==> config.mk <==
export PLATFORM = sky130hd
export DESIGN_NAME = sha_engine
export DESIGN_NICKNAME = d
export VERILOG_FILES = /design/src/hdl/sha_pkg.sv /design/src/hdl/sha_engine.sv
export SDC_FILE = /design/constraint.sdc
export NUM_CORES = 2
export LEC_CHECK = 0
export ABC_CLOCK_PERIOD_IN_PS = 31400
export BUFFER_PORTS_ARGS = -buffer_cell sky130_fd_sc_hd__buf_2
export CAP_MARGIN = 15
export CORE_MARGIN = 2
export CORE_UTILIZATION = 51
export DETAILED_ROUTE_END_ITERATION = 8
export PLACE_DENSITY = 0.7
export SLEW_MARGIN = 5
export SYNTH_ARGS = -nofsm -noshare
export SYNTH_HDL_FRONTEND = slang
export SYNTH_SLANG_ARGS = --single-unit
==> constraint.sdc <==
create_clock -name clock -period 31.4 [get_ports clock]
set_input_delay 6.28 -clock clock [delete_from_list [all_inputs] [get_ports clock]]
set_output_delay 6.28 -clock clock [all_outputs]
set_load 0.01 [all_outputs]
==> src/hdl/sha_pkg.sv <==
// SHA-256 hash core package: transaction types, constants and round functions.
// Used by every module of the hash core; depends on nothing.
`default_nettype none
package sha_pkg;

   localparam int unsigned QueueDepth = 4;

   typedef struct packed {
      logic [7:0] data_byte;
      logic       byte_valid;
      logic       last;
   } req_type;

   typedef struct packed {
      logic [31:0] digest_word;
      logic [2:0]  word_index;
      logic        last_word;
   } rsp_type;

   // engine states
   typedef enum logic [2:0] {
      ST_LOAD,
      ST_ROUND,
      ST_FOLD,
      ST_EMIT
   } eng_state_type;

   localparam logic [255:0] InitHash = {
      32'h6a09e667, 32'hbb67ae85, 32'h3c6ef372, 32'ha54ff53a,
      32'h510e527f, 32'h9b05688c, 32'h1f83d9ab, 32'h5be0cd19};

   localparam logic [7:0] PadByte = 8'h80;
   localparam logic [5:0] LenStart = 6'd56;

   function automatic logic [31:0] round_k(input logic [5:0] idx);
      logic [31:0] k;
      unique case (idx)
         6'd0: k = 32'h428a2f98; 6'd1: k = 32'h71374491; 6'd2: k = 32'hb5c0fbcf;
         6'd3: k = 32'he9b5dba5; 6'd4: k = 32'h3956c25b; 6'd5: k = 32'h59f111f1;
         6'd6: k = 32'h923f82a4; 6'd7: k = 32'hab1c5ed5; 6'd8: k = 32'hd807aa98;
         6'd9: k = 32'h12835b01; 6'd10: k = 32'h243185be; 6'd11: k = 32'h550c7dc3;
         6'd12: k = 32'h72be5d74; 6'd13: k = 32'h80deb1fe; 6'd14: k = 32'h9bdc06a7;
         6'd15: k = 32'hc19bf174; 6'd16: k = 32'he49b69c1; 6'd17: k = 32'hefbe4786;
         6'd18: k = 32'h0fc19dc6; 6'd19: k = 32'h240ca1cc; 6'd20: k = 32'h2de92c6f;
         6'd21: k = 32'h4a7484aa; 6'd22: k = 32'h5cb0a9dc; 6'd23: k = 32'h76f988da;
         6'd24: k = 32'h983e5152; 6'd25: k = 32'ha831c66d; 6'd26: k = 32'hb00327c8;
         6'd27: k = 32'hbf597fc7; 6'd28: k = 32'hc6e00bf3; 6'd29: k = 32'hd5a79147;
         6'd30: k = 32'h06ca6351; 6'd31: k = 32'h14292967; 6'd32: k = 32'h27b70a85;
         6'd33: k = 32'h2e1b2138; 6'd34: k = 32'h4d2c6dfc; 6'd35: k = 32'h53380d13;
         6'd36: k = 32'h650a7354; 6'd37: k = 32'h766a0abb; 6'd38: k = 32'h81c2c92e;
         6'd39: k = 32'h92722c85; 6'd40: k = 32'ha2bfe8a1; 6'd41: k = 32'ha81a664b;
         6'd42: k = 32'hc24b8b70; 6'd43: k = 32'hc76c51a3; 6'd44: k = 32'hd192e819;
         6'd45: k = 32'hd6990624; 6'd46: k = 32'hf40e3585; 6'd47: k = 32'h106aa070;
         6'd48: k = 32'h19a4c116; 6'd49: k = 32'h1e376c08; 6'd50: k = 32'h2748774c;
         6'd51: k = 32'h34b0bcb5; 6'd52: k = 32'h391c0cb3; 6'd53: k = 32'h4ed8aa4a;
         6'd54: k = 32'h5b9cca4f; 6'd55: k = 32'h682e6ff3; 6'd56: k = 32'h748f82ee;
         6'd57: k = 32'h78a5636f; 6'd58: k = 32'h84c87814; 6'd59: k = 32'h8cc70208;
         6'd60: k = 32'h90befffa; 6'd61: k = 32'ha4506ceb; 6'd62: k = 32'hbef9a3f7;
         default: k = 32'hc67178f2;
      endcase
      return k;
   endfunction

   function automatic logic [31:0] ror(input logic [31:0] v, input int unsigned s);
      return (v >> s) | (v << (32 - s));
   endfunction

endpackage
`default_nettype wire

==> src/hdl/sha_engine.sv <==
// SHA-256 compression engine: one round per cycle, 16-word rolling schedule.
// Depends on sha_pkg. Takes block jobs, emits eight digest words after a final job.
`default_nettype none
module sha_engine #(
   parameter int unsigned QUEUE_DEPTH = sha_pkg::QueueDepth
) (
   input  wire logic             clock,
   input  wire logic             reset,
   input  wire logic             job_valid,
   input  wire logic [511:0]     job_block,
   input  wire logic             job_final,
   output logic                  job_ready,
   output sha_pkg::rsp_type      rsp_data,
   output logic                  rsp_empty,
   input  wire logic             rsp_pop
);

   localparam int unsigned AW = (QUEUE_DEPTH > 1) ? $clog2(QUEUE_DEPTH) : 1;

   sha_pkg::eng_state_type state_ff, state_in;
   logic [511:0] w_ff, w_in;
   logic [255:0] h_ff, h_in, v_ff, v_in;
   logic [5:0]   rnd_ff, rnd_in;
   logic         fin_ff, fin_in;
   logic [2:0]   oidx_ff, oidx_in;

   // result queue
   sha_pkg::rsp_type q_mem [QUEUE_DEPTH];
   logic [AW-1:0] wp_ff, rp_ff;
   logic [AW:0]   cnt_ff;
   logic          q_push, q_pop, q_full;

   assign q_full    = (cnt_ff == (AW+1)'(QUEUE_DEPTH));
   assign rsp_empty = (cnt_ff == '0);
   assign q_pop     = rsp_pop & ~rsp_empty;
   assign rsp_data  = q_mem[rp_ff];

   // next state
   always_comb begin
      state_in = state_ff;
      unique case (state_ff)
         sha_pkg::ST_LOAD:  if (job_valid) state_in = sha_pkg::ST_ROUND;
         sha_pkg::ST_ROUND: if (rnd_ff == 6'd63) state_in = sha_pkg::ST_FOLD;
         sha_pkg::ST_FOLD:  state_in = fin_ff ? sha_pkg::ST_EMIT : sha_pkg::ST_LOAD;
         sha_pkg::ST_EMIT:  if (!q_full && oidx_ff == 3'd7) state_in = sha_pkg::ST_LOAD;
         default:           state_in = sha_pkg::ST_LOAD;
      endcase
   end

   // datapath
   always_comb begin
      logic [31:0] a, e, t1, t2, s0, s1, wn;
      job_ready = 1'b0;
      q_push    = 1'b0;
      w_in = w_ff; h_in = h_ff; v_in = v_ff;
      rnd_in = rnd_ff; fin_in = fin_ff; oidx_in = oidx_ff;
      a = v_ff[255:224]; e = v_ff[127:96];
      t1 = v_ff[31:0]
         + (sha_pkg::ror(e,6) ^ sha_pkg::ror(e,11) ^ sha_pkg::ror(e,25))
         + ((e & v_ff[95:64]) ^ (~e & v_ff[63:32]))
         + sha_pkg::round_k(rnd_ff) + w_ff[511:480];
      t2 = (sha_pkg::ror(a,2) ^ sha_pkg::ror(a,13) ^ sha_pkg::ror(a,22))
         + ((a & v_ff[223:192]) ^ (a & v_ff[191:160]) ^ (v_ff[223:192] & v_ff[191:160]));
      s0 = sha_pkg::ror(w_ff[479:448],7) ^ sha_pkg::ror(w_ff[479:448],18)
         ^ (w_ff[479:448] >> 3);
      s1 = sha_pkg::ror(w_ff[63:32],17) ^ sha_pkg::ror(w_ff[63:32],19)
         ^ (w_ff[63:32] >> 10);
      wn = w_ff[511:480] + s0 + w_ff[223:192] + s1;
      unique case (state_ff)
         sha_pkg::ST_LOAD: begin
            job_ready = 1'b1;
            if (job_valid) begin
               w_in = job_block; v_in = h_ff; fin_in = job_final; rnd_in = '0;
            end
         end
         sha_pkg::ST_ROUND: begin
            v_in = {t1 + t2, v_ff[255:160], v_ff[159:128] + t1, v_ff[127:32]};
            w_in = {w_ff[479:0], wn};
            rnd_in = rnd_ff + 6'd1;
         end
         sha_pkg::ST_FOLD: begin
            for (int i = 0; i < 8; i++)
               h_in[32*i +: 32] = h_ff[32*i +: 32] + v_ff[32*i +: 32];
            oidx_in = '0;
         end
         sha_pkg::ST_EMIT: begin
            if (!q_full) begin
               q_push = 1'b1;
               oidx_in = oidx_ff + 3'd1;
               if (oidx_ff == 3'd7) h_in = sha_pkg::InitHash;
            end
         end
         default: ;
      endcase
   end

   always_ff @(posedge clock) begin
      if (reset) begin
         state_ff <= sha_pkg::ST_LOAD;
         h_ff     <= sha_pkg::InitHash;
         rnd_ff   <= '0;
         oidx_ff  <= '0;
         wp_ff    <= '0;
         rp_ff    <= '0;
         cnt_ff   <= '0;
      end else begin
         state_ff <= state_in;
         h_ff     <= h_in;
         rnd_ff   <= rnd_in;
         oidx_ff  <= oidx_in;
         if (q_push) wp_ff <= (32'(wp_ff) == QUEUE_DEPTH-1) ? '0 : wp_ff + 1'b1;
         if (q_pop)  rp_ff <= (32'(rp_ff) == QUEUE_DEPTH-1) ? '0 : rp_ff + 1'b1;
         cnt_ff <= cnt_ff + (AW+1)'(q_push) - (AW+1)'(q_pop);
      end
      w_ff <= w_in; v_ff <= v_in; fin_ff <= fin_in;
      if (q_push)
         q_mem[wp_ff] <= '{digest_word: h_ff[255 - 32*oidx_ff -: 32],
                           word_index: oidx_ff, last_word: (oidx_ff == 3'd7)};
   end

   assert property (@(posedge clock) disable iff (reset)
      (state_ff == sha_pkg::ST_ROUND && rnd_ff == 6'd63) |=> state_ff == sha_pkg::ST_FOLD)
      else $error("round count off");
   assert property (@(posedge clock) disable iff (reset) q_push |-> !q_full)
      else $error("queue overflow");
   assert property (@(posedge clock) disable iff (reset)
      job_ready |-> state_ff == sha_pkg::ST_LOAD)
      else $error("job taken mid-block");

endmodule
`default_nettype wire

==> results by group <==
Synth
  • Fraction of registers with async set/reset: 0%
  • Library cells used by synthesis: approximately 110
  • Synth top area cells: edfxtp_1 (35%), nand2_1 (11%), dfxtp_1 (8.0%)
  • Top-count cell post-synth: nand2_1
  • Synthesized flop and latch total: between 1k and 1.5k
  • Fraction of the yosys area taken by sequential cells: 43.3%
  • Cell taking the most area after synthesis: edfxtp_1
  • Top cells by count, synth: nand2_1 (2335), edfxtp_1 (913), inv_1 (506), a21oi_1 (400), ha_1 (398)
  • Synth Instances: slightly above 8k
  • Syn_nets: approximately 9.4k
  • Mapped cell area: between 70000 and 80000 um^2
  • EDFF count, synth: between 900 and 1k
  • Post-synth top area share: around 35%
  • Syn avg cell area: a little over 9 um^2
  • Dominant synthesized flop cell: edfxtp_1
  • Number of synthesis warnings: 0

Global route
  • Met3 Track Usage GR: between 7 and 8%
  • Largest net degree at the start of global routing: around 260
  • First-pass GRT wire length: 396000 um
  • Gr busiest metal: met2
  • Initial antenna violation count: 50
  • M2 GR Usage: about half
  • Total track usage: between 30 and 40%
  • Vias in the first global route: ~61k
  • Gr ovfl total: 0
  • Met1 GRT Util: about 47%

Cells and area
  • Share of layout cells above drive strength 1: around an eighth
  • Final nets: slightly below 10k
  • Fillers: around 13k
  • Area Growth Syn to Fin: 11.7%
  • Multi-input logic area: between 40000 and 50000 um^2
  • Final core utilization: 57.2%
  • Register Area: between 30000 and 40000 um^2

Critical path
  • CP most frequent cell: nor2_1
  • Worst Path Buf+Inv: 2
  • Crit path launch: job_valid
  • Register-to-Register Path Depth: 30
  • Slowest-stage cell, CP: ha_1
  • Critical setup path kind: input port to register
  • Critical-path cell list: buf_2, o21bai_2, a22o_1, nand2_1, inv_1, ha_1, nor2_1, nor2_1, nor2_1, o21ai_0, o22ai_1, o21ai_0
  • CP top delay family: compound AO/OA/AOI/OAI gates
  • CP max FO: 15
  • Critical Path RT: between 30 and 40 ns
  • Crit start category: input port
  • Max incr delay on CP: 0.90 ns
  • Worst setup EP type: register
  • FF-to-FF Start: v_ff[122]
  • Crit path depth: 12
  • Worst EP arrival: about 11 ns

Place
  • DP Worst Slack: 20.62 ns
  • Final GP Congestion: between 1 and 1.5
  • Input/output buffers: between 500 and 600
  • DP Wirelength: about 200000 um

STA
  • Setup ws final: ~21 ns
  • Final Hold Viols: 0
  • Pins Over Slew Limit: 0
  • Crit path time final: 10.12 ns
  • Crit share post-route: about a third
  • Finish-stage setup viols: 0
  • Fmax: a little under 0.1 GHz
  • Slew margin rel.: between 20 and 25%
  • Unrepaired setup endpoints after global routing: no
  • Worst-margin pin slew: 1.17 ns
  • Final setup TNS: 0 ns
  • Setup Skew: 0.0592 ns

Floorplan
  • Io pins: 555
  • Floorplan row count: about 140
  • Core area: around 150000 um^2
  • Chip width: ~400 um
  • Initial core utilization: approximately half
  • Vert. Die Dim: between 300 and 400 um
  • DIE AREA: around 160000 um^2

CTS
  • Clock Latency Late Sink: around 0.8 ns
  • Post-CTS setup buffers: 0
  • CTS tree: done
  • Worst-path clk slew: around 0.070 ns
  • CTS Hold Bufs: 0
  • Clk Tree Root Cell: clkbuf_16
  • Worst-case clock buffer depth: 3
  • H-tree levels: 4
  • Clk sinks: 1221
  • Post_cts resized: 0
  • Num CTS Buffers: ~140

Routing
  • Vias/cell: between 5 and 6
  • Total Wirelength: roughly 270000 um
  • Wire per inst: around 25 um
  • Detail Route Antenna Nets: 0
  • # DRC: 0
  • First-pass DRT Iterations: 6
  • Initial DRC count: roughly 8.0k
  • Via count: between 60k and 70k

Worst hold path
  • WHS Path Cells: 2
  • HP Class: register to register
  • Hold_sp: h_ff[13]

Outcome
  • Status: complete, no violations

Flow run
  • Max Cap Violations: 0
## cell families (layout without fill, tap and decap cells)
kind of cell | count (synthesis) | after routing | synth area share, %
simple gates | 3151 | 3151 | 16.7
compound gates | 1631 | 1631 | 13.4
flops | 1221 | 1221 | 43.3
buf+inv | 927 | 1381 | 4.54
fa+ha+maj | 596 | 596 | 11.5
xor+xnor | 584 | 584 | 6.60
mux | 169 | 169 | 3.90
other cells | 0 | 38 | 0
## registers in the layout (all words and copies together) (netlist names), named ones only
name and flops:
state_ff 2, w_ff 512, fin_ff 1, h_ff 256
wp_ff 2, q_mem 144, cnt_ff 3, v_ff 256
oidx_ff 3, rnd_ff 6, rp_ff 2
## cell usage in the layout, fill, tap and decap left out, types with 20 or more instances in the layout
cell type and count:
o22ai_1 103, or3_1 25, o21bai_1 46, nand4_1 25
o211ai_1 26, inv_1 505, a211oi_1 45, nor2_1 332
clkbuf_16 137, nor3_1 59, xnor2_1 336, mux2_2 61
nand2_1 2330, ha_1 398, xor2_1 248, edfxtp_1 913
nor2b_1 39, and2_1 20, diode_2 38, o21a_1 47
a21oi_1 400, buf_4 62, nand2b_1 148, o21ai_1 60
o31ai_1 27, dfxtp_1 304, a31oi_1 42, and3_1 30
clkinv_2 25, mux4_2 100, a21o_1 200, a22oi_1 66
nand3_1 63, fa_1 196, clkbuf_1 25, buf_2 553
o21ai_0 381
## stage by stage
stage / cells / instance area, um^2 / hold WS [ns]
5_1_grt: 10797 / 86500 / 0.522
6_report: 10801 / 86500 / 0.495
4_1_cts: 10763 / 86500 / 0.491
3_3_place_gp: 10513 / 81800 / 0.480
2_1_floorplan: 8279 / 77500 / 0.452
3_5_place_dp: 10513 / 81800 / 0.490
## path summary, 6_finish.rpt
path / endpoint / slack (ns)
max: register / 21.28
min: h_ff[13] / 0.49
max reg2reg: v_ff[255] / 22.80
min reg2reg: h_ff[13] / 0.49
## layer usage
layer  wire length [um]  vias to the layer above
met2             120000                     3200
met1             111000                    30688
met5                154                        -
met3              27300                      578
met4              13300                        6
li1                   -                    29205
## layout make-up
| class | instances | area share [%] |
|---|---|---|
| clock buffers | 171 | 4.21 |
| repair buffers | 620 | 3.84 |
| clock inverters | 79 | 1.12 |
| multi-input cells | 6131 | 46.7 |
| well taps | 2030 | 2.93 |
| diodes | 38 | 0.110 |
| flip-flops and latches | 1221 | 38.8 |
| inverters | 511 | 2.22 |
## worst register-to-register path, delay by kind of cell (launching register included)
kind	cells	cell delay, ns
xor gates and xnor gates	5	1.28
DFF	1	0.61
AOI/OAI and AO/OA	12	3.04
adders and majority gates	6	2.62
buffers and inverters	3	0.25
and+or+nand+nor	4	0.52
Power is not shown: default switching activity piles up to over one toggle a cycle in this logic, so the estimate is an artifact.
