## config.mk

```make
export PLATFORM = sky130hd
export DESIGN_NAME = sha_front
export DESIGN_NICKNAME = d
export VERILOG_FILES = /design/src/hdl/sha_pkg.sv /design/src/hdl/sha_front.sv
export SDC_FILE = /design/constraint.sdc
export NUM_CORES = 2
export LEC_CHECK = 0
export ABC_AREA = 1
export BUFFER_PORTS_ARGS = -buffer_cell sky130_fd_sc_hd__buf_2
export CELL_PAD_IN_SITES_DETAIL_PLACEMENT = 0
export CELL_PAD_IN_SITES_GLOBAL_PLACEMENT = 2
export CORE_ASPECT_RATIO = 0.8
export CORE_MARGIN = 2
export CORE_UTILIZATION = 35
export CTS_CLUSTER_SIZE = 24
export DETAILED_ROUTE_END_ITERATION = 16
export GPL_TIMING_DRIVEN = 0
export PLACE_DENSITY = 0.91
export SETUP_SLACK_MARGIN = 0.3
export SYNTH_ARGS = -nofsm -noshare
export SYNTH_HDL_FRONTEND = slang
export SYNTH_SLANG_ARGS = --single-unit
```

## constraint.sdc

```tcl
create_clock -name clock -period 9.5 [get_ports clock]
set_clock_uncertainty 0.15 [all_clocks]
set_input_delay 0.95 -clock clock [delete_from_list [all_inputs] [get_ports clock]]
set_output_delay 0.95 -clock clock [all_outputs]
set_load 0.01 [all_outputs]
```

## src/hdl/sha_pkg.sv

```systemverilog
// SHA-256 hash core package: transaction types, constants and round functions.
// Used by every module of the hash core; depends on nothing.
`default_nettype none
package sha_pkg;

   localparam int unsigned QueueDepth = 4;

   typedef struct packed {
      logic [7:0] data_byte;
      logic       byte_valid;
      logic       last;
   } req_type;

   typedef struct packed {
      logic [31:0] digest_word;
      logic [2:0]  word_index;
      logic        last_word;
   } rsp_type;

   // engine states
   typedef enum logic [2:0] {
      ST_LOAD,
      ST_ROUND,
      ST_FOLD,
      ST_EMIT
   } eng_state_type;

   localparam logic [255:0] InitHash = {
      32'h6a09e667, 32'hbb67ae85, 32'h3c6ef372, 32'ha54ff53a,
      32'h510e527f, 32'h9b05688c, 32'h1f83d9ab, 32'h5be0cd19};

   localparam logic [7:0] PadByte = 8'h80;
   localparam logic [5:0] LenStart = 6'd56;

   function automatic logic [31:0] round_k(input logic [5:0] idx);
      logic [31:0] k;
      unique case (idx)
         6'd0: k = 32'h428a2f98; 6'd1: k = 32'h71374491; 6'd2: k = 32'hb5c0fbcf;
         6'd3: k = 32'he9b5dba5; 6'd4: k = 32'h3956c25b; 6'd5: k = 32'h59f111f1;
         6'd6: k = 32'h923f82a4; 6'd7: k = 32'hab1c5ed5; 6'd8: k = 32'hd807aa98;
         6'd9: k = 32'h12835b01; 6'd10: k = 32'h243185be; 6'd11: k = 32'h550c7dc3;
         6'd12: k = 32'h72be5d74; 6'd13: k = 32'h80deb1fe; 6'd14: k = 32'h9bdc06a7;
         6'd15: k = 32'hc19bf174; 6'd16: k = 32'he49b69c1; 6'd17: k = 32'hefbe4786;
         6'd18: k = 32'h0fc19dc6; 6'd19: k = 32'h240ca1cc; 6'd20: k = 32'h2de92c6f;
         6'd21: k = 32'h4a7484aa; 6'd22: k = 32'h5cb0a9dc; 6'd23: k = 32'h76f988da;
         6'd24: k = 32'h983e5152; 6'd25: k = 32'ha831c66d; 6'd26: k = 32'hb00327c8;
         6'd27: k = 32'hbf597fc7; 6'd28: k = 32'hc6e00bf3; 6'd29: k = 32'hd5a79147;
         6'd30: k = 32'h06ca6351; 6'd31: k = 32'h14292967; 6'd32: k = 32'h27b70a85;
         6'd33: k = 32'h2e1b2138; 6'd34: k = 32'h4d2c6dfc; 6'd35: k = 32'h53380d13;
         6'd36: k = 32'h650a7354; 6'd37: k = 32'h766a0abb; 6'd38: k = 32'h81c2c92e;
         6'd39: k = 32'h92722c85; 6'd40: k = 32'ha2bfe8a1; 6'd41: k = 32'ha81a664b;
         6'd42: k = 32'hc24b8b70; 6'd43: k = 32'hc76c51a3; 6'd44: k = 32'hd192e819;
         6'd45: k = 32'hd6990624; 6'd46: k = 32'hf40e3585; 6'd47: k = 32'h106aa070;
         6'd48: k = 32'h19a4c116; 6'd49: k = 32'h1e376c08; 6'd50: k = 32'h2748774c;
         6'd51: k = 32'h34b0bcb5; 6'd52: k = 32'h391c0cb3; 6'd53: k = 32'h4ed8aa4a;
         6'd54: k = 32'h5b9cca4f; 6'd55: k = 32'h682e6ff3; 6'd56: k = 32'h748f82ee;
         6'd57: k = 32'h78a5636f; 6'd58: k = 32'h84c87814; 6'd59: k = 32'h8cc70208;
         6'd60: k = 32'h90befffa; 6'd61: k = 32'ha4506ceb; 6'd62: k = 32'hbef9a3f7;
         default: k = 32'hc67178f2;
      endcase
      return k;
   endfunction

   function automatic logic [31:0] ror(input logic [31:0] v, input int unsigned s);
      return (v >> s) | (v << (32 - s));
   endfunction

endpackage
`default_nettype wire

```

## src/hdl/sha_front.sv

```systemverilog
// SHA-256 front end: packs message bytes into 512-bit blocks, builds padding.
// Depends on sha_pkg. Hands finished blocks to the engine as one job each.
`default_nettype none
module sha_front (
   input  wire logic               clock,
   input  wire logic               reset,
   input  wire sha_pkg::req_type   req_data,
   input  wire logic               req_push,
   output logic                    req_full,
   output logic                    job_valid,
   output logic [511:0]            job_block,
   output logic                    job_final,
   input  wire logic               job_ready
);

   logic [511:0] blk_ff, blk_in;
   logic [5:0]   fill_ff, fill_in;
   logic [63:0]  len_ff, len_in;
   logic         pend_ff, pend_in;       // second (length) block still to send
   logic         padblk_ff, padblk_in;   // pad+length block still to send
   logic         jv_ff, jv_in;
   logic         jf_ff, jf_in;
   logic [511:0] jb_ff, jb_in;
   logic         take;

   // the front stalls while a job waits or a trailing block is still due
   assign req_full = jv_ff | pend_ff | padblk_ff;
   assign take     = req_push & ~req_full;

   always_comb begin
      logic [511:0] b;
      logic [5:0]   f;
      logic [63:0]  l;
      blk_in  = blk_ff;
      fill_in = fill_ff;
      len_in  = len_ff;
      pend_in = pend_ff;
      jv_in   = jv_ff & ~job_ready;
      jf_in   = jf_ff;
      jb_in   = jb_ff;
      b = blk_ff;
      f = fill_ff;
      l = len_ff;
      if (pend_ff && !jv_ff) begin
         // length-only block after overflowing padding
         jb_in   = {448'd0, len_ff};
         jv_in   = 1'b1;
         jf_in   = 1'b1;
         pend_in = 1'b0;
         len_in  = '0;
      end else if (take) begin
         if (req_data.byte_valid) begin
            b[511 - 8*f -: 8] = req_data.data_byte;
            l = l + 64'd8;
            f = f + 6'd1;
            if (f == 6'd0 && !req_data.last) begin
               jb_in = b;
               jv_in = 1'b1;
               jf_in = 1'b0;
            end
         end
         if (req_data.last) begin
            if (req_data.byte_valid && f == 6'd0) begin
               // full data block plus padding: data now, pad+len after
               // (handled as block then pad+len block starting at 0)
               jb_in   = b;
               jv_in   = 1'b1;
               jf_in   = 1'b0;
               b       = '0;
               b[511]  = 1'b1;
               blk_in  = b;
               fill_in = 6'd1;
               len_in  = l;
               pend_in = 1'b0;
            end else begin
               b[511 - 8*f -: 8] = sha_pkg::PadByte;
               for (int i = 0; i < 64; i++)
                  if (6'(i) > f) b[511 - 8*i -: 8] = 8'd0;
               if (f < sha_pkg::LenStart) begin
                  b[63:0] = l;
                  jb_in   = b;
                  jv_in   = 1'b1;
                  jf_in   = 1'b1;
                  len_in  = '0;
               end else begin
                  jb_in   = b;
                  jv_in   = 1'b1;
                  jf_in   = 1'b0;
                  pend_in = 1'b1;
                  len_in  = l;
               end
               blk_in  = '0;
               fill_in = '0;
            end
         end else begin
            blk_in  = b;
            fill_in = f;
            len_in  = l;
         end
      end
   end

   // a "pad started" block of a full message: finish it as a final job
   always_comb begin
      padblk_in = padblk_ff;
      if (take && req_data.last && req_data.byte_valid && fill_ff == 6'd63)
         padblk_in = 1'b1;
      else if (padblk_ff && !jv_ff)
         padblk_in = 1'b0;
   end

   logic [511:0] jb_fin;
   logic         jv_fin, jf_fin;
   logic [511:0] blk_fin;
   logic [5:0]   fill_fin;
   logic [63:0]  len_fin;
   always_comb begin
      jb_fin = jb_in; jv_fin = jv_in; jf_fin = jf_in;
      blk_fin = blk_in; fill_fin = fill_in; len_fin = len_in;
      if (padblk_ff && !jv_ff) begin
         jb_fin  = {1'b1, 447'd0, len_ff};
         jv_fin  = 1'b1;
         jf_fin  = 1'b1;
         blk_fin = '0;
         fill_fin = '0;
         len_fin = '0;
      end
   end

   always_ff @(posedge clock) begin
      if (reset) begin
         fill_ff   <= '0;
         len_ff    <= '0;
         pend_ff   <= 1'b0;
         jv_ff     <= 1'b0;
         padblk_ff <= 1'b0;
         blk_ff    <= '0;
      end else begin
         fill_ff   <= fill_fin;
         len_ff    <= len_fin;
         pend_ff   <= pend_in;
         jv_ff     <= jv_fin;
         padblk_ff <= padblk_in;
         blk_ff    <= blk_fin;
      end
      jb_ff <= jb_fin;
      jf_ff <= jf_fin;
   end

   assign job_valid = jv_ff;
   assign job_block = jb_ff;
   assign job_final = jf_ff;

   // the length block and the pad+length block are never pending together
   assert property (@(posedge clock) disable iff (reset) pend_ff |-> !padblk_ff)
      else $error("two trailing blocks pending");
   assert property (@(posedge clock) disable iff (reset) (jv_ff && !job_ready) |=> jv_ff)
      else $error("job dropped");
   assert property (@(posedge clock) disable iff (reset) take |-> !jv_ff)
      else $error("byte taken while job waiting");

endmodule
`default_nettype wire

```

==> impl_metrics.csv <==
group,metric,value,unit
status,outcome,"finished with violations",
clock_tree,clock_sinks,1095,
floorplanning,initial_core_util,35.2,%
floorplanning,num_rows,136,
sta,worst_pin_slew,1740,ps
setup_path,cp_max_fo,10,
logic_synthesis,synth_compound_area_share,23.0,%
placement,io_buffer_count,527,
global_routing,track_usage,47.3,%
clock_tree,clk_pin_slew,60,ps
route,drc,0,
setup_path,crit_end,"job_block[278]",
logic_synthesis,syn_avg_cell_area,6.26,µm²
sta,relSlewSlack,-16.2,%
logic_synthesis,synth_top_cell_by_area,"dfxtp_1",
setup_path,critPathArrivalTime,6410,ps
clock_tree,cts_setup_buffers,0,
setup_path,worstRegToRegCells,14,
power,power.share.combinational,17.7,%
floorplanning,die_w,468,µm
logic_synthesis,synthMuxAreaShare,0.0498,%
sta,setup_viol,0,
logic_synthesis,synth_top_family_by_area,"simple AND/OR/NAND/NOR gates",
clock_tree,htree_levels,4,
power,intPower,8.58,mW
power,p_sw,4.43,mW
sta,slew_violations,279,
hold_path,hp-class,"in2reg",
setup_path,reg2reg_to,"job_block[278]",
logic_synthesis,ys_top_cells_by_area,"dfxtp_1, nand2_1, o21ai_0",
setup_path,worst_setup_path_end_kind,"register",
logic_synthesis,synth_top_area_share,34.2,%
sta,setup_tns,0,ps
placement,place_inst,12500,
final_layout,area_growth,17.5,%
sta,min_period,5820,ps
setup_path,worst_ep_required_time,10090,ps
route,wl,434000,µm
clock_tree,cts_tree,"done",
logic_synthesis,synth_simple_gate_area_share,31.4,%
setup_path,ff2ff_setup_slack,3680,ps
floorplanning,core_area,171000,µm²
setup_path,cp-start-kind,"register",
global_routing,grt_start_max_net_pins,36,
setup_path,slowest_stage,"nor2_1",
setup_path,path_cells,"buf_4, inv_2, buf_2, buf_1, ha_1, nand2_1, o21ai_4, inv_1, nand2_1, nor2_1, nand2_1, nand3_2, nand3_1, a21oi_1",
power,irDropWorstVdd,0.000180,V
status,violations,"capacitance limit, slew limit",
clock_tree,ctsResizeCount,0,
sta,fin_crit_sh,61.3,%
global_routing,grt_pass1_vias,67500,
logic_synthesis,syn_inst,9633,
sta,rsz0062_at_grt,"false",
power,pwr-share-seq,41.1,%
sta,hold_ws,220,ps
logic_synthesis,syn_nets,9655,
floorplanning,die_h,375,µm
clock_tree,numCtsBuffers,132,
run,cap_viol_max_count,36,
global_routing,grt_pass1_wl,569000,µm
logic_synthesis,synth_area,60300,µm²
final_layout,fillers,18800,
final_layout,fin_cells,12800,
power,power_density,184,nW/µm²
clock_tree,ctsLongestPathBuffers,3,
sta,hold_violations,0,
sta,timing.fmax,0.172,GHz
setup_path,critPathMaxStageDelay,1160,ps
setup_path,path_class,"reg2reg",
logic_synthesis,yosys_warnings,0,
final_layout,final_nets,10300,
route,viasPerCell,6.08,
setup_path,r2r-start,"fill_ff[2]",
clock_tree,clock_latency,810,ps
logic_synthesis,synthAdderAreaFrac,0.166,%
clock_tree,cts_root_buffer,"clkbuf_16",
floorplanning,io_pins,529,
setup_path,crit_start,"fill_ff[2]",
route,wire_per_inst,34.0,µm
logic_synthesis,ys_types,51,
logic_synthesis,yosys.area_share.xor_xnor,0.567,%
floorplanning,die_area,176000,µm²
placement,dp_hpwl,332000,µm
route,drt_iter0_markers,12200,
logic_synthesis,async_flop_share,0,%
clock_tree,hold_buffers,0,
power,power_leakage,27.6,nW
logic_synthesis,synth_edf_count,64,
setup_path,path_common_cell,"nand2_1",
power,p_clk_share,41.1,%
final_layout,utilization,41.3,%
power,switching_share,34.0,%
route,ant_nets,0,
route,vias,77500,
route,first_pass_iters,8,
global_routing,globalRouteOverflowTotal,0,
placement,routabilityCongestion,1.10,
logic_synthesis,ys_ff_latch,1095,
logic_synthesis,yosysSeqAreaShare,37.4,%
global_routing,antenna_found_initial,83,
final_layout,drive_above_1_share,10.4,%
logic_synthesis,synth-main-ff-cell,"dfxtp_1",
## power by group through the flow
stage | clock, mW | combinational [mW] | sequential, mW
floorplan | 0 | 0.901 | 5.42
global route | 5.49 | 2.38 | 5.35
finish | 5.35 | 2.31 | 5.35
CTS | 5.32 | 2.20 | 5.33
global placement | 0 | 2.18 | 5.42
detailed placement | 0 | 2.19 | 5.43
## per-stage QoR
| stage | total power, mW | setup slack, ps | area [µm²] |
|---|---|---|---|
| floorplan | 6.32 | 5720 | 60300 |
| global placement | 7.60 | 3530 | 65800 |
| detailed placement | 7.61 | 4090 | 66200 |
| CTS | 12.8 | 4220 | 70500 |
| global route | 13.2 | 3910 | 70700 |
| finish | 13.0 | 3680 | 70800 |
## layout make-up
cell class,instances,area [µm²],share of cell area [%]
multi-input cells,7426,33400,47.1
flip-flops and latches,1095,22600,31.9
plain buffers,701,2950,4.17
well taps,2277,2850,4.02
clock inverters,54,582,0.822
repair buffers,552,3030,4.28
diodes,54,135,0.191
clock buffers,181,3780,5.34
inverters,411,1550,2.18
## layout by cell type, fill, tap and decap left out, drive strengths merged, types with 2 or more instances in the layout
master	netlist	layout
o21ai	1451	1451
o21bai	4	4
buf	224	776
nor2	1257	1257
a2bb2oi	50	50
nand3b	2	2
dfxtp	1031	1031
nor3b	2	2
o211ai	13	13
or2	41	41
nand4	42	42
o22ai	51	51
ha	8	8
nand2	2750	2750
diode	0	54
a21o	9	9
clkinv	2	41
xor2	30	30
nand3	553	553
a21boi	3	3
nor3	52	52
edfxtp	64	64
bufinv	0	6
mux2i	3	3
o21a	16	16
a21oi	1064	1064
o31ai	2	2
xnor2	9	9
inv	409	417
a31oi	11	11
clkbuf	477	658
## layer usage
layer	up-vias	part of all wire, %	track usage (%)
met3	1075	14	19.3
met5	-	0.12	1.02
li1	33200	-	-
met1	37500	40	63.2
met4	44	7.1	30.7
met2	5603	38	61.5
## cell families (layout without fill, tap and decap cells)
| family | count (synthesis) | in the layout |
|---|---|---|
| other cells | 0 | 54 |
| fa+ha+maj | 8 | 8 |
| compound gates | 2675 | 2675 |
| xor+xnor | 39 | 39 |
| buf+inv | 1112 | 1899 |
| mux | 3 | 3 |
| simple gates | 4701 | 4701 |
| flops | 1095 | 1095 |
## flip-flops by register name (all words and copies together), names as in the netlist
signal	flops
fill_ff	6
job_block	512
job_valid	1
padblk_ff	1
blk_ff	512
job_final	1
len_ff	61
pend_ff	1
## synthesized netlist by cell type, types with 23 or more instances
| master | instances |
|---|---|
| edfxtp_1 | 64 |
| nor3_1 | 44 |
| nor2_1 | 1245 |
| clkbuf_1 | 477 |
| dfxtp_1 | 1031 |
| or2_2 | 31 |
| buf_4 | 30 |
| nand2_1 | 2724 |
| nand3_1 | 538 |
| o21ai_1 | 37 |
| o21ai_0 | 1409 |
| buf_2 | 103 |
| a2bb2oi_1 | 50 |
| nand2_2 | 23 |
| nand4_1 | 39 |
| a21oi_1 | 1057 |
| buf_1 | 84 |
| xor2_1 | 30 |
| o22ai_1 | 51 |
| inv_1 | 391 |
## worst min path at each step
stage	startpoint	endpoint	slack [ps]	cells past startpoint
global route	reset	padblk_ff	220	2
floorplan	blk_ff[104]	blk_ff[104]	300	2
global placement	job_block[495]	job_block[495]	290	2
CTS	reset	padblk_ff	210	2
finish	reset	padblk_ff	220	2
detailed placement	job_block[495]	job_block[495]	300	2
## worst max-delay path, delay by kind of cell, from the launching register on
kind,cells,cell delay [ps]
flops,1,320
simple gates,6,2770
compound gates,2,330
buf+inv,5,1750
fa+ha+maj,1,370
Power figures use the tool's default switching activity.
